### config.mk
export PLATFORM = sky130hd
export DESIGN_NAME = ready_first_thread_scheduler
export DESIGN_NICKNAME = d
export VERILOG_FILES = /design/src/rtl/rtfs_pkg.sv /design/src/rtl/ready_first_thread_scheduler.sv /design/src/rtl/rtfs_ram.sv /design/src/rtl/rtfs_ctrl.sv /design/src/rtl/rtfs_datapath.sv
export SDC_FILE = /design/constraint.sdc
export NUM_CORES = 2
export LEC_CHECK = 0
export BUFFER_PORTS_ARGS = -buffer_cell sky130_fd_sc_hd__buf_4
export CORE_UTILIZATION = 30
export CTS_BUF_LIST = sky130_fd_sc_hd__clkbuf_4 sky130_fd_sc_hd__clkbuf_8
export DETAILED_ROUTE_END_ITERATION = 8
export PLACE_DENSITY = 0.51
export SYNTH_ARGS = -nofsm -noshare
export SYNTH_HDL_FRONTEND = slang
export SYNTH_SLANG_ARGS = --single-unit
### constraint.sdc
create_clock -name clock -period 10.7 [get_ports clock]
set_input_delay 1.07 -clock clock [delete_from_list [all_inputs] [get_ports clock]]
set_output_delay 1.07 -clock clock [all_outputs]
set_load 0.05 [all_outputs]
### src/rtl/rtfs_pkg.sv
// Shared types and constants for the ready-first thread scheduler.
`timescale 1ns / 1ps

package rtfs_pkg;

   localparam int OP_W       = 2;
   localparam int SLOT_W     = 6;
   localparam int TICK_W     = 31;
   localparam int STATUS_W   = 2;
   localparam int DEADLINE_W = 32;

   typedef enum logic [OP_W-1:0] {
      OP_REGISTER = 2'd0,
      OP_SLEEP    = 2'd1,
      OP_SCHEDULE = 2'd2,
      OP_EXIT     = 2'd3
   } op_type;

   typedef enum logic [STATUS_W-1:0] {
      ST_EMPTY = 2'd0,
      ST_READY = 2'd1,
      ST_SLEEP = 2'd2,
      ST_EXIT  = 2'd3
   } slot_status_type;

   typedef enum logic [2:0] {
      S_IDLE   = 3'd0,
      S_OP     = 3'd1,
      S_START  = 3'd2,
      S_SCAN   = 3'd3,
      S_FINISH = 3'd4
   } state_type;

   typedef struct packed {
      logic load_item;
      logic do_op;
      logic scan_start;
      logic scan_step;
      logic load_rsp;
   } cmd_type;

   typedef struct packed {
      logic scan_done;
   } stat_type;

endpackage

### src/rtl/ready_first_thread_scheduler.sv
// Top level of the ready-first thread scheduler.
// Usage:
//   One request item carries an operation (register slot, sleep current,
//   schedule only, exit current), a slot index, the current tick and a
//   sleep duration. Each item yields exactly one result item: the slot that
//   was current, the slot chosen next and a flag set when idle slot 0 won.
//   Both channels are valid/ready; an item moves when valid and ready are high.
// Sequence:
//   An item is taken only while the sequencer is idle. It applies its
//   operation in S_OP, primes the slot table read in S_START and then
//   checks one slot per S_SCAN step, from slot 1 up to the chosen slot, the
//   first empty slot or the last slot. S_FINISH loads the result register;
//   the next item is taken only once the sequencer is back in S_IDLE, so a
//   new item never overlaps the last. The per-slot scan over the single read
//   port of the slot table bounds how fast items are worked.
// Reset and stalls:
//   Reset empties every slot at once through per-slot valid flags and makes
//   the idle slot current. A stalled result sits in the output register while
//   the next item is accepted and worked; that item then holds before its
//   result stage until the output register is taken.
`timescale 1ns / 1ps

module ready_first_thread_scheduler #(
   parameter int THREAD_SLOTS = 64
) (
   input  logic                        clock,
   input  logic                        reset,
   input  logic                        req_valid,
   output logic                        req_ready,
   input  logic [rtfs_pkg::OP_W-1:0]   req_operation,
   input  logic [rtfs_pkg::SLOT_W-1:0] req_slot,
   input  logic [rtfs_pkg::TICK_W-1:0] req_tick,
   input  logic [rtfs_pkg::TICK_W-1:0] req_duration,
   output logic                        rsp_valid,
   input  logic                        rsp_ready,
   output logic [rtfs_pkg::SLOT_W-1:0] rsp_previous_thread,
   output logic [rtfs_pkg::SLOT_W-1:0] rsp_next_thread,
   output logic                        rsp_went_idle
);

   rtfs_pkg::cmd_type  cmd;
   rtfs_pkg::stat_type stat;

   rtfs_ctrl u_ctrl (
      .clock     (clock),
      .reset     (reset),
      .req_valid (req_valid),
      .req_ready (req_ready),
      .rsp_valid (rsp_valid),
      .rsp_ready (rsp_ready),
      .stat      (stat),
      .cmd       (cmd)
   );

   rtfs_datapath #(
      .THREAD_SLOTS (THREAD_SLOTS)
   ) u_datapath (
      .clock               (clock),
      .reset               (reset),
      .cmd                 (cmd),
      .stat                (stat),
      .req_operation       (req_operation),
      .req_slot            (req_slot),
      .req_tick            (req_tick),
      .req_duration        (req_duration),
      .rsp_previous_thread (rsp_previous_thread),
      .rsp_next_thread     (rsp_next_thread),
      .rsp_went_idle       (rsp_went_idle)
   );

endmodule

### src/rtl/rtfs_ram.sv
// Generic single-write, single-read RAM with registered read data.
`timescale 1ns / 1ps

module rtfs_ram #(
   parameter int WIDTH = 8,
   parameter int DEPTH = 64
) (
   input  logic                     clock,
   input  logic                     wr_en,
   input  logic [$clog2(DEPTH)-1:0] wr_addr,
   input  logic [WIDTH-1:0]         wr_data,
   input  logic [$clog2(DEPTH)-1:0] rd_addr,
   output logic [WIDTH-1:0]         rd_data
);

   logic [WIDTH-1:0] mem_ff [DEPTH];
   logic [WIDTH-1:0] rd_data_ff;

   always_ff @(posedge clock) begin
      if (wr_en) begin
         mem_ff[wr_addr] <= wr_data;
      end
      rd_data_ff <= mem_ff[rd_addr];
   end

   assign rd_data = rd_data_ff;

endmodule

### src/rtl/rtfs_ctrl.sv
// Sequencer for one scheduling item: apply operation, scan slots, deliver result.
`timescale 1ns / 1ps

module rtfs_ctrl (
   input  logic               clock,
   input  logic               reset,
   input  logic               req_valid,
   output logic               req_ready,
   output logic               rsp_valid,
   input  logic               rsp_ready,
   input  rtfs_pkg::stat_type stat,
   output rtfs_pkg::cmd_type  cmd
);

   rtfs_pkg::state_type state_ff, state_in;
   logic                rsp_valid_ff, rsp_valid_in;

   always_ff @(posedge clock) begin
      if (reset) begin
         state_ff     <= rtfs_pkg::S_IDLE;
         rsp_valid_ff <= 1'b0;
      end else begin
         state_ff     <= state_in;
         rsp_valid_ff <= rsp_valid_in;
      end
   end

   always_comb begin
      state_in  = state_ff;
      cmd       = '0;
      req_ready = 1'b0;
      unique case (state_ff)
         rtfs_pkg::S_IDLE: begin
            req_ready = 1'b1;
            if (req_valid) begin
               cmd.load_item = 1'b1;
               state_in      = rtfs_pkg::S_OP;
            end
         end
         rtfs_pkg::S_OP: begin
            cmd.do_op = 1'b1;
            state_in  = rtfs_pkg::S_START;
         end
         rtfs_pkg::S_START: begin
            cmd.scan_start = 1'b1;
            state_in       = rtfs_pkg::S_SCAN;
         end
         rtfs_pkg::S_SCAN: begin
            cmd.scan_step = 1'b1;
            if (stat.scan_done) begin
               state_in = rtfs_pkg::S_FINISH;
            end
         end
         rtfs_pkg::S_FINISH: begin
            // hold the result until the output register is free
            if (!rsp_valid_ff || rsp_ready) begin
               cmd.load_rsp = 1'b1;
               state_in     = rtfs_pkg::S_IDLE;
            end
         end
         default: begin
            state_in = rtfs_pkg::S_IDLE;
         end
      endcase
   end

   assign rsp_valid_in = cmd.load_rsp | (rsp_valid_ff & ~rsp_ready);
   assign rsp_valid    = rsp_valid_ff;

   a_no_overwrite: assert property (@(posedge clock) disable iff (reset)
      cmd.load_rsp |-> (!rsp_valid_ff || rsp_ready))
      else $error("pending result overwritten");

   a_scan_entry: assert property (@(posedge clock) disable iff (reset)
      state_ff == rtfs_pkg::S_SCAN |->
         ($past(state_ff) == rtfs_pkg::S_START || $past(state_ff) == rtfs_pkg::S_SCAN))
      else $error("scan entered without start");

   a_accept_only_idle: assert property (@(posedge clock) disable iff (reset)
      cmd.load_item |=> state_ff == rtfs_pkg::S_OP)
      else $error("accepted item did not reach operation step");

endmodule

### src/rtl/rtfs_datapath.sv
// Slot tables, item registers, scan pointer and result registers.
`timescale 1ns / 1ps

module rtfs_datapath #(
   parameter int THREAD_SLOTS = 64
) (
   input  logic                          clock,
   input  logic                          reset,
   input  rtfs_pkg::cmd_type             cmd,
   output rtfs_pkg::stat_type            stat,
   input  logic [rtfs_pkg::OP_W-1:0]     req_operation,
   input  logic [rtfs_pkg::SLOT_W-1:0]   req_slot,
   input  logic [rtfs_pkg::TICK_W-1:0]   req_tick,
   input  logic [rtfs_pkg::TICK_W-1:0]   req_duration,
   output logic [rtfs_pkg::SLOT_W-1:0]   rsp_previous_thread,
   output logic [rtfs_pkg::SLOT_W-1:0]   rsp_next_thread,
   output logic                          rsp_went_idle
);

   localparam int IW    = $clog2(THREAD_SLOTS);
   localparam int CMP_W = 9;

   rtfs_pkg::op_type              op_ff;
   logic [rtfs_pkg::SLOT_W-1:0]   slot_ff;
   logic [rtfs_pkg::TICK_W-1:0]   tick_ff;
   logic [rtfs_pkg::TICK_W-1:0]   dur_ff;
   logic [IW-1:0]                 prev_ff;
   logic [IW-1:0]                 current_ff;
   logic [IW-1:0]                 chk_ff;
   logic [IW-1:0]                 found_ff;
   logic [THREAD_SLOTS-1:0]       valid_ff;
   logic [rtfs_pkg::SLOT_W-1:0]   rsp_prev_ff;
   logic [rtfs_pkg::SLOT_W-1:0]   rsp_next_ff;
   logic                          rsp_idle_ff;

   logic                              wr_en;
   logic [IW-1:0]                     wr_addr;
   rtfs_pkg::slot_status_type         wr_status;
   logic                              dl_wr_en;
   logic [rtfs_pkg::DEADLINE_W-1:0]   deadline_sum;
   logic                              slot_in_range;
   logic [IW-1:0]                     rd_addr;
   logic [rtfs_pkg::STATUS_W-1:0]     status_rd;
   logic [rtfs_pkg::DEADLINE_W-1:0]   dl_rd;
   logic [rtfs_pkg::DEADLINE_W-1:0]   tick_ext;
   logic                              entry_valid;
   rtfs_pkg::slot_status_type         entry_status;
   logic                              wake;
   logic                              hit;
   logic                              last;

   assign deadline_sum  = {1'b0, tick_ff} + {1'b0, dur_ff};
   assign tick_ext      = {1'b0, tick_ff};
   assign slot_in_range = (slot_ff != '0) &&
                          ({3'b000, slot_ff} < CMP_W'(THREAD_SLOTS));

   // scan check on the entry read in the previous cycle
   assign entry_valid  = valid_ff[chk_ff];
   assign entry_status = entry_valid ? rtfs_pkg::slot_status_type'(status_rd)
                                     : rtfs_pkg::ST_EMPTY;
   assign wake = (entry_status == rtfs_pkg::ST_SLEEP) &&
                 ($signed(tick_ext) > $signed(dl_rd));
   assign hit  = (entry_status == rtfs_pkg::ST_READY) || wake;
   assign last = chk_ff == IW'(THREAD_SLOTS - 1);
   assign stat.scan_done = !entry_valid || hit || last;

   // read ahead one slot while the current one is checked
   assign rd_addr = cmd.scan_start ? IW'(1) : chk_ff + IW'(1);

   always_comb begin
      wr_en     = 1'b0;
      wr_addr   = prev_ff;
      wr_status = rtfs_pkg::ST_READY;
      dl_wr_en  = 1'b0;
      if (cmd.do_op) begin
         unique case (op_ff)
            rtfs_pkg::OP_REGISTER: begin
               if (slot_in_range) begin
                  wr_en   = 1'b1;
                  wr_addr = IW'(slot_ff);
               end
            end
            rtfs_pkg::OP_SLEEP: begin
               if (prev_ff != '0 && valid_ff[prev_ff]) begin
                  wr_en     = 1'b1;
                  wr_status = rtfs_pkg::ST_SLEEP;
                  dl_wr_en  = 1'b1;
               end
            end
            rtfs_pkg::OP_SCHEDULE: begin
            end
            rtfs_pkg::OP_EXIT: begin
               if (prev_ff != '0) begin
                  wr_en     = 1'b1;
                  wr_status = rtfs_pkg::ST_EXIT;
               end
            end
         endcase
      end else if (cmd.scan_step && wake) begin
         wr_en   = 1'b1;
         wr_addr = chk_ff;
      end
   end

   rtfs_ram #(
      .WIDTH (rtfs_pkg::STATUS_W),
      .DEPTH (THREAD_SLOTS)
   ) u_status_ram (
      .clock   (clock),
      .wr_en   (wr_en),
      .wr_addr (wr_addr),
      .wr_data (wr_status),
      .rd_addr (rd_addr),
      .rd_data (status_rd)
   );

   rtfs_ram #(
      .WIDTH (rtfs_pkg::DEADLINE_W),
      .DEPTH (THREAD_SLOTS)
   ) u_deadline_ram (
      .clock   (clock),
      .wr_en   (dl_wr_en),
      .wr_addr (prev_ff),
      .wr_data (deadline_sum),
      .rd_addr (rd_addr),
      .rd_data (dl_rd)
   );

   always_ff @(posedge clock) begin
      if (reset) begin
         valid_ff   <= '0;
         current_ff <= '0;
      end else begin
         if (wr_en) begin
            valid_ff[wr_addr] <= 1'b1;
         end
         if (cmd.load_rsp) begin
            current_ff <= found_ff;
         end
      end
   end

   always_ff @(posedge clock) begin
      if (cmd.load_item) begin
         op_ff   <= rtfs_pkg::op_type'(req_operation);
         slot_ff <= req_slot;
         tick_ff <= req_tick;
         dur_ff  <= req_duration;
         prev_ff <= current_ff;
      end
      if (cmd.scan_start) begin
         chk_ff <= IW'(1);
      end else if (cmd.scan_step) begin
         chk_ff <= chk_ff + IW'(1);
      end
      if (cmd.scan_step && stat.scan_done) begin
         found_ff <= hit ? chk_ff : '0;
      end
      if (cmd.load_rsp) begin
         rsp_prev_ff <= rtfs_pkg::SLOT_W'(prev_ff);
         rsp_next_ff <= rtfs_pkg::SLOT_W'(found_ff);
         rsp_idle_ff <= found_ff == '0;
      end
   end

   assign rsp_previous_thread = rsp_prev_ff;
   assign rsp_next_thread     = rsp_next_ff;
   assign rsp_went_idle       = rsp_idle_ff;

   a_current_occupied: assert property (@(posedge clock) disable iff (reset)
      current_ff != '0 |-> valid_ff[current_ff])
      else $error("current slot is empty");

endmodule
# Word-level counts from Yosys, hierarchy flattened
# Memory sizes are Yosys's and may differ from the RTL's. A register that Yosys moved wholly into a read port is not among the register bits.
# Cells that the tools add are included.
# word_totals
reg_bits,175
latchBits,0
romBits,0
n_memories,2
ramBits,2176
# memory_table
memory,words,width,rd,rd_ports_with_merged_regs,write_ports,line,source
u_datapath.u_deadline_ram.mem_ff,64,32,1,1,1,rtfs_ram.sv:16,logic [WIDTH-1:0] mem_ff [DEPTH];
u_datapath.u_status_ram.mem_ff,64,2,1,1,1,rtfs_ram.sv:16,
# classes
add_sub_neg,2
div,0
n_lt_le_gt_ge,5
reduce_logical,17
n_eq_ne,12
n_bitwise,4
shifts,0
n_mux,40
n_mul,0
# ops
op,count
$or A64 B64 Y64,1
$add A31 B31 Y32,1
$gt A32 B32 Y1,1
$mux W6,5
$mux W1,22
$lt A6 B7 Y1 const B,3
$pmux W3 S5,1
$bmux W1 S6,2
$reduce_bool A6 Y1,2
$mux W3,3
$mux W2,4
$add A6 B1 Y6 const B,1
$demux W1 S6,1
$eq A3 B2 Y1 const B,2
$eq A6 B6 Y1 const B,1
$ge A6 B1 Y1 const B,1
$logic_not A6 Y1,1
$logic_and A1 B1 Y1,5
$eq A2 B1 Y1 const B,2
$eq A2 B2 Y1 const B,2
$logic_or A1 B1 Y1,4
$ne A2 B1 Y1 const B,2
$pmux W2 S2,1
$eq A3 B1 Y1 const B,1
other kinds (10),11

# Longest topological paths before layout
# logic_depth
depth_word,13
mapped_depth,15
depth_no_buf,11

# By module
# Synthesis repeated with hierarchy kept, for this count alone.
# hier_totals
hier_cells,4446
hier_area_um2,93404.6
# by_module_without_submodules
mod,cells_per_inst,instances,seq_area_each_um2,area_per_inst_um2
rtfs_ram (u_datapath.u_deadline_ram),3324,1,62139.6,78515.3
rtfs_datapath,771,1,4374.2,9243.9
rtfs_ram (u_datapath.u_status_ram),324,1,3883.7,5397.7
rtfs_ctrl,27,1,80.1,247.7

# Least setup slack after synthesis
# No wires, ideal clock.
# synth_path
kind,reg2reg
start,reg u_datapath.tick_ff[0] (netlist bit)
end,"mem u_datapath.u_deadline_ram.mem_ff[0][26] (netlist bit), data pin"
required_ns,9.691
path_slack_ns,3.464
t_arrival_ns,6.227
period_less_slack_ns,7.236
stages_incl_launch_ff,12
path_cell_list,edfxtp_1 > ha_1 > inv_1 > fa_1 > nor2b_1 > o21a_1 > o21ai_0 > a21o_1 > a211o_1 > a21oi_1 > nor2_1 > o311ai_0
# synth_between
elab_chain_cells,1
# synth_lines
item,line,source
from (decl),rtfs_datapath.sv:25,logic [rtfs_pkg::TICK_W-1:0] tick_ff;
from (signal assigned),rtfs_datapath.sv:147,tick_ff <= req_tick;
$add A31 B31 Y32,rtfs_datapath.sv:52,"assign deadline_sum = {1'b0, tick_ff} + {1'b0, dur_ff};"
via u_datapath.deadline_sum (one bit),rtfs_datapath.sv:40,logic [rtfs_pkg::DEADLINE_W-1:0] deadline_sum;
to (decl),rtfs_ram.sv:16,
# The timed path passes the listed nets, and every way through them passes these cells.

# Worst setup path in the final report
# layout_path
start,reg u_datapath.chk_ff[1]
end,"reg u_datapath.u_deadline_ram.rd_data_ff[11] (netlist: u_datapath.u_deadline_ram.rd_data[11]), read port of u_datapath.u_deadline_ram.mem_ff"
# layout_between
elab_chain_cells,2
# layout_lines
item,line,source
from (decl),rtfs_datapath.sv:29,logic [IW-1:0] chk_ff;
from (signal assigned),rtfs_datapath.sv:154,chk_ff <= chk_ff + IW'(1);
$add A6 B1 Y6,rtfs_datapath.sv:68,assign rd_addr = cmd.scan_start ? IW'(1) : chk_ff + IW'(1);
$mux W6,rtfs_datapath.sv:68,
to (decl),rtfs_ram.sv:17,logic [WIDTH-1:0] rd_data_ff;
# No other way between the ends.
# A chain may end at the register's enable or synchronous reset.

==> impl_metrics.json <==
{
  "start_util": 0.302,
  "setup_viol": 0,
  "path_max_fanout": 92,
  "htreeDepth": 5,
  "ys_types": 74,
  "hold_violations": 0,
  "die-height_um": 565,
  "cp.arrival_ns": 6.60,
  "gp_congestion": 0.787,
  "syn_to_final_growth_pct": 15.2,
  "startpoint_type": "flop",
  "gr-usage-all-layers": 0.172,
  "skew_ns": 0.103,
  "tightest_slew_ns": 1.19,
  "muxShareOfSynthArea": 0.0517,
  "rsz0062_at_grt": "no",
  "cts.sinks": 2385,
  "rows": 206,
  "slowest_stage": "dfxtp_1",
  "drc": 0,
  "status": "completed",
  "detail-route-antenna-nets": 0,
  "core_um2": 315000,
  "wl_met3_mm": 16.6,
  "syn-cell-area_um2": 95000,
  "p_per_area_nw_per_um2": 245,
  "wl_met1_mm": 122,
  "fin_hold_ws_ns": 0.140,
  "synth_edf_count": 2271,
  "antenna_found_initial": 11,
  "synth_top_family_by_area": "compound AO/OA/AOI/OAI gates",
  "rr_startpoint": "u_datapath.chk_ff[1]$_SDFFE_PP0P_",
  "nNetsFinal": 6452,
  "max_stage_delay_ns": 0.93,
  "hp-class": "in2reg",
  "dr.max_layer_used": "met4",
  "ys_seq_area_frac": 0.742,
  "ctsHoldBuffers": 0,
  "cp_cell_sequence": "ha_1 -> xor2_4 -> buf_4 -> nand2_4 -> buf_4 -> buf_4 -> o21ai_0 -> mux4_2 -> mux2i_1 -> mux2i_1",
  "final_cell_mix": "edfxtp_1, nand2_1, clkbuf_8",
  "grt.overflow.total": 0,
  "peakVddDrop_v": 0.000328,
  "cp-end-kind": "flop",
  "ios": 89,
  "cpMostUsedCell": "buf_4",
  "leakage_uw": 0.0352,
  "worstSetupStartpoint": "u_datapath.chk_ff[1]$_SDFFE_PP0P_",
  "crit_buf_inv": 3,
  "port_buffers": 88,
  "place_ws_ns": 4.85,
  "crit_family": "buffers and inverters",
  "final.period_utilization": 0.532,
  "fmax_ghz": 0.176,
  "cts_tree": "yes",
  "wl_met2_mm": 132,
  "critPathKind": "reg2reg",
  "clockBufferDepth": 4,
  "vias": 57200,
  "dominantRegCellSynth": "edfxtp_1",
  "grt_max_degree": 187,
  "clock-root-buffer": "clkbuf_8",
  "fin_ws_ns": 5.00,
  "postSynth.asyncResetShare": 0,
  "setup_tns_ns": 0,
  "max_slew_margin": 0.209,
  "fin_crit_ns": 5.70,
  "postCtsSetupRepairBufs": 0,
  "dp_hpwl_mm": 144,
  "synth_compound_area_frac": 0.116,
  "avgRoutedWirePerCell_um": 26.0,
  "synth_cells": 6108,
  "cts_buffers": 409,
  "path_clk_slew_ns": 0.07,
  "yosys.area_share.simple": 0.0580,
  "final_common_cell": "edfxtp_1",
  "ys.warnings.count": 0,
  "drtPass1Iterations": 6,
  "drive_gt1_frac": 0.178,
  "yosys.area_share.adder": 0.00850,
  "hp-start": "req_tick[22]",
  "ctsResizeCount": 0,
  "synth_seq_cells": 2385,
  "maxCapViolCount": 0,
  "die_x_um": 565,
  "synth_xor_area_frac": 0.00267,
  "slew_violations": 0,
  "die_area_um2": 319000,
  "vias_per_cell": 5.31,
  "clock_latency_ns": 1.10,
  "drt_iter0_drc": 5974,
  "routed_wl_mm": 280,
  "grt_pass1_vias": 56400,
  "grt_pass1_wl_mm": 400,
  "syn_avg_cell_area_um2": 15.6,
  "cp_data_required_time_ns": 11.60
}
-- flip-flops by register name, indices dropped and copies added, names as in the netlist, 31 cells and up --
signal and cells:
u_datapath.u_deadline_ram.mem_ff 2048, u_datapath.tick_ff 31, u_datapath.u_status_ram.mem_ff 128, u_datapath.u_deadline_ram.rd_data 32, u_datapath.valid_ff 64, u_datapath.dur_ff 31
-- cells by family (layout without fill, tap and decap cells) --
kind of cell | Yosys count | in the layout
other | 1 | 35
XOR/XNOR | 29 | 29
AND/OR/NAND/NOR | 1195 | 1195
multiplexers | 288 | 288
AO/OA/AOI/OAI | 1605 | 1605
flip-flops | 2385 | 2385
buffers and inverters | 541 | 1022
adder cells (fa/ha/maj) | 64 | 64
-- cell type report --
cell class	instances	area [um2]
diodes	3	7.51
clock buffers	593	7310
clock inverters	124	790
fillers	30100	205000
inverters	53	199
multi-input cells	3213	23500
flip-flops and latches	2385	70500
well taps	4160	5200
repair buffers	252	2090
-- final timing paths --
kind         slack [ns]                                       endpoint  cells after the start
max reg2reg        5.00  u_datapath.u_deadline_ram.rd_data[11]$_DFF_P_                     10
min                0.14               u_datapath.tick_ff[22]$_DFFE_PP_                      1
min reg2reg        0.44    u_datapath.rsp_previous_thread[0]$_DFFE_PP_                      0
max                5.00  u_datapath.u_deadline_ram.rd_data[11]$_DFF_P_                     10
-- cell usage after synthesis, types with 122 or more instances --
| library cell | number | area (um2) |
|---|---|---|
| a31oi_1 | 275 | 1720 |
| mux2i_1 | 122 | 1220 |
| nor2_1 | 165 | 619 |
| clkbuf_1 | 438 | 1640 |
| and3_1 | 277 | 1730 |
| edfxtp_1 | 2271 | 68200 |
| nand2_1 | 616 | 2310 |
| o22ai_1 | 279 | 1750 |
| o21ai_0 | 290 | 1450 |
| mux4_2 | 162 | 3650 |
| a211oi_1 | 277 | 2080 |
| o221ai_1 | 274 | 2400 |
-- power breakdown --
part           switching [uW]  internal [uW]
sequential                160          11100
combinational            5030           2360
clock                    3640           4570
-- per-layer routing --
metal	vias to the layer above	GRT usage
met5	-	0
li1	25100	-
met2	2002	0.275
met3	474	0.0292
met4	0	0.0651
met1	29700	0.232
-- through the flow --
stage	cells	total power [uW]	utilization	area (um2)
floorplan	6139	16100	-	95200
global placement	10100	18800	0.322	101000
detailed placement	10100	18900	0.322	101000
CTS	10800	27100	0.348	110000
global route	10800	27900	0.348	110000
finish	10800	26900	0.348	110000
No activity file was read; power rests on OpenSTA's default activity.
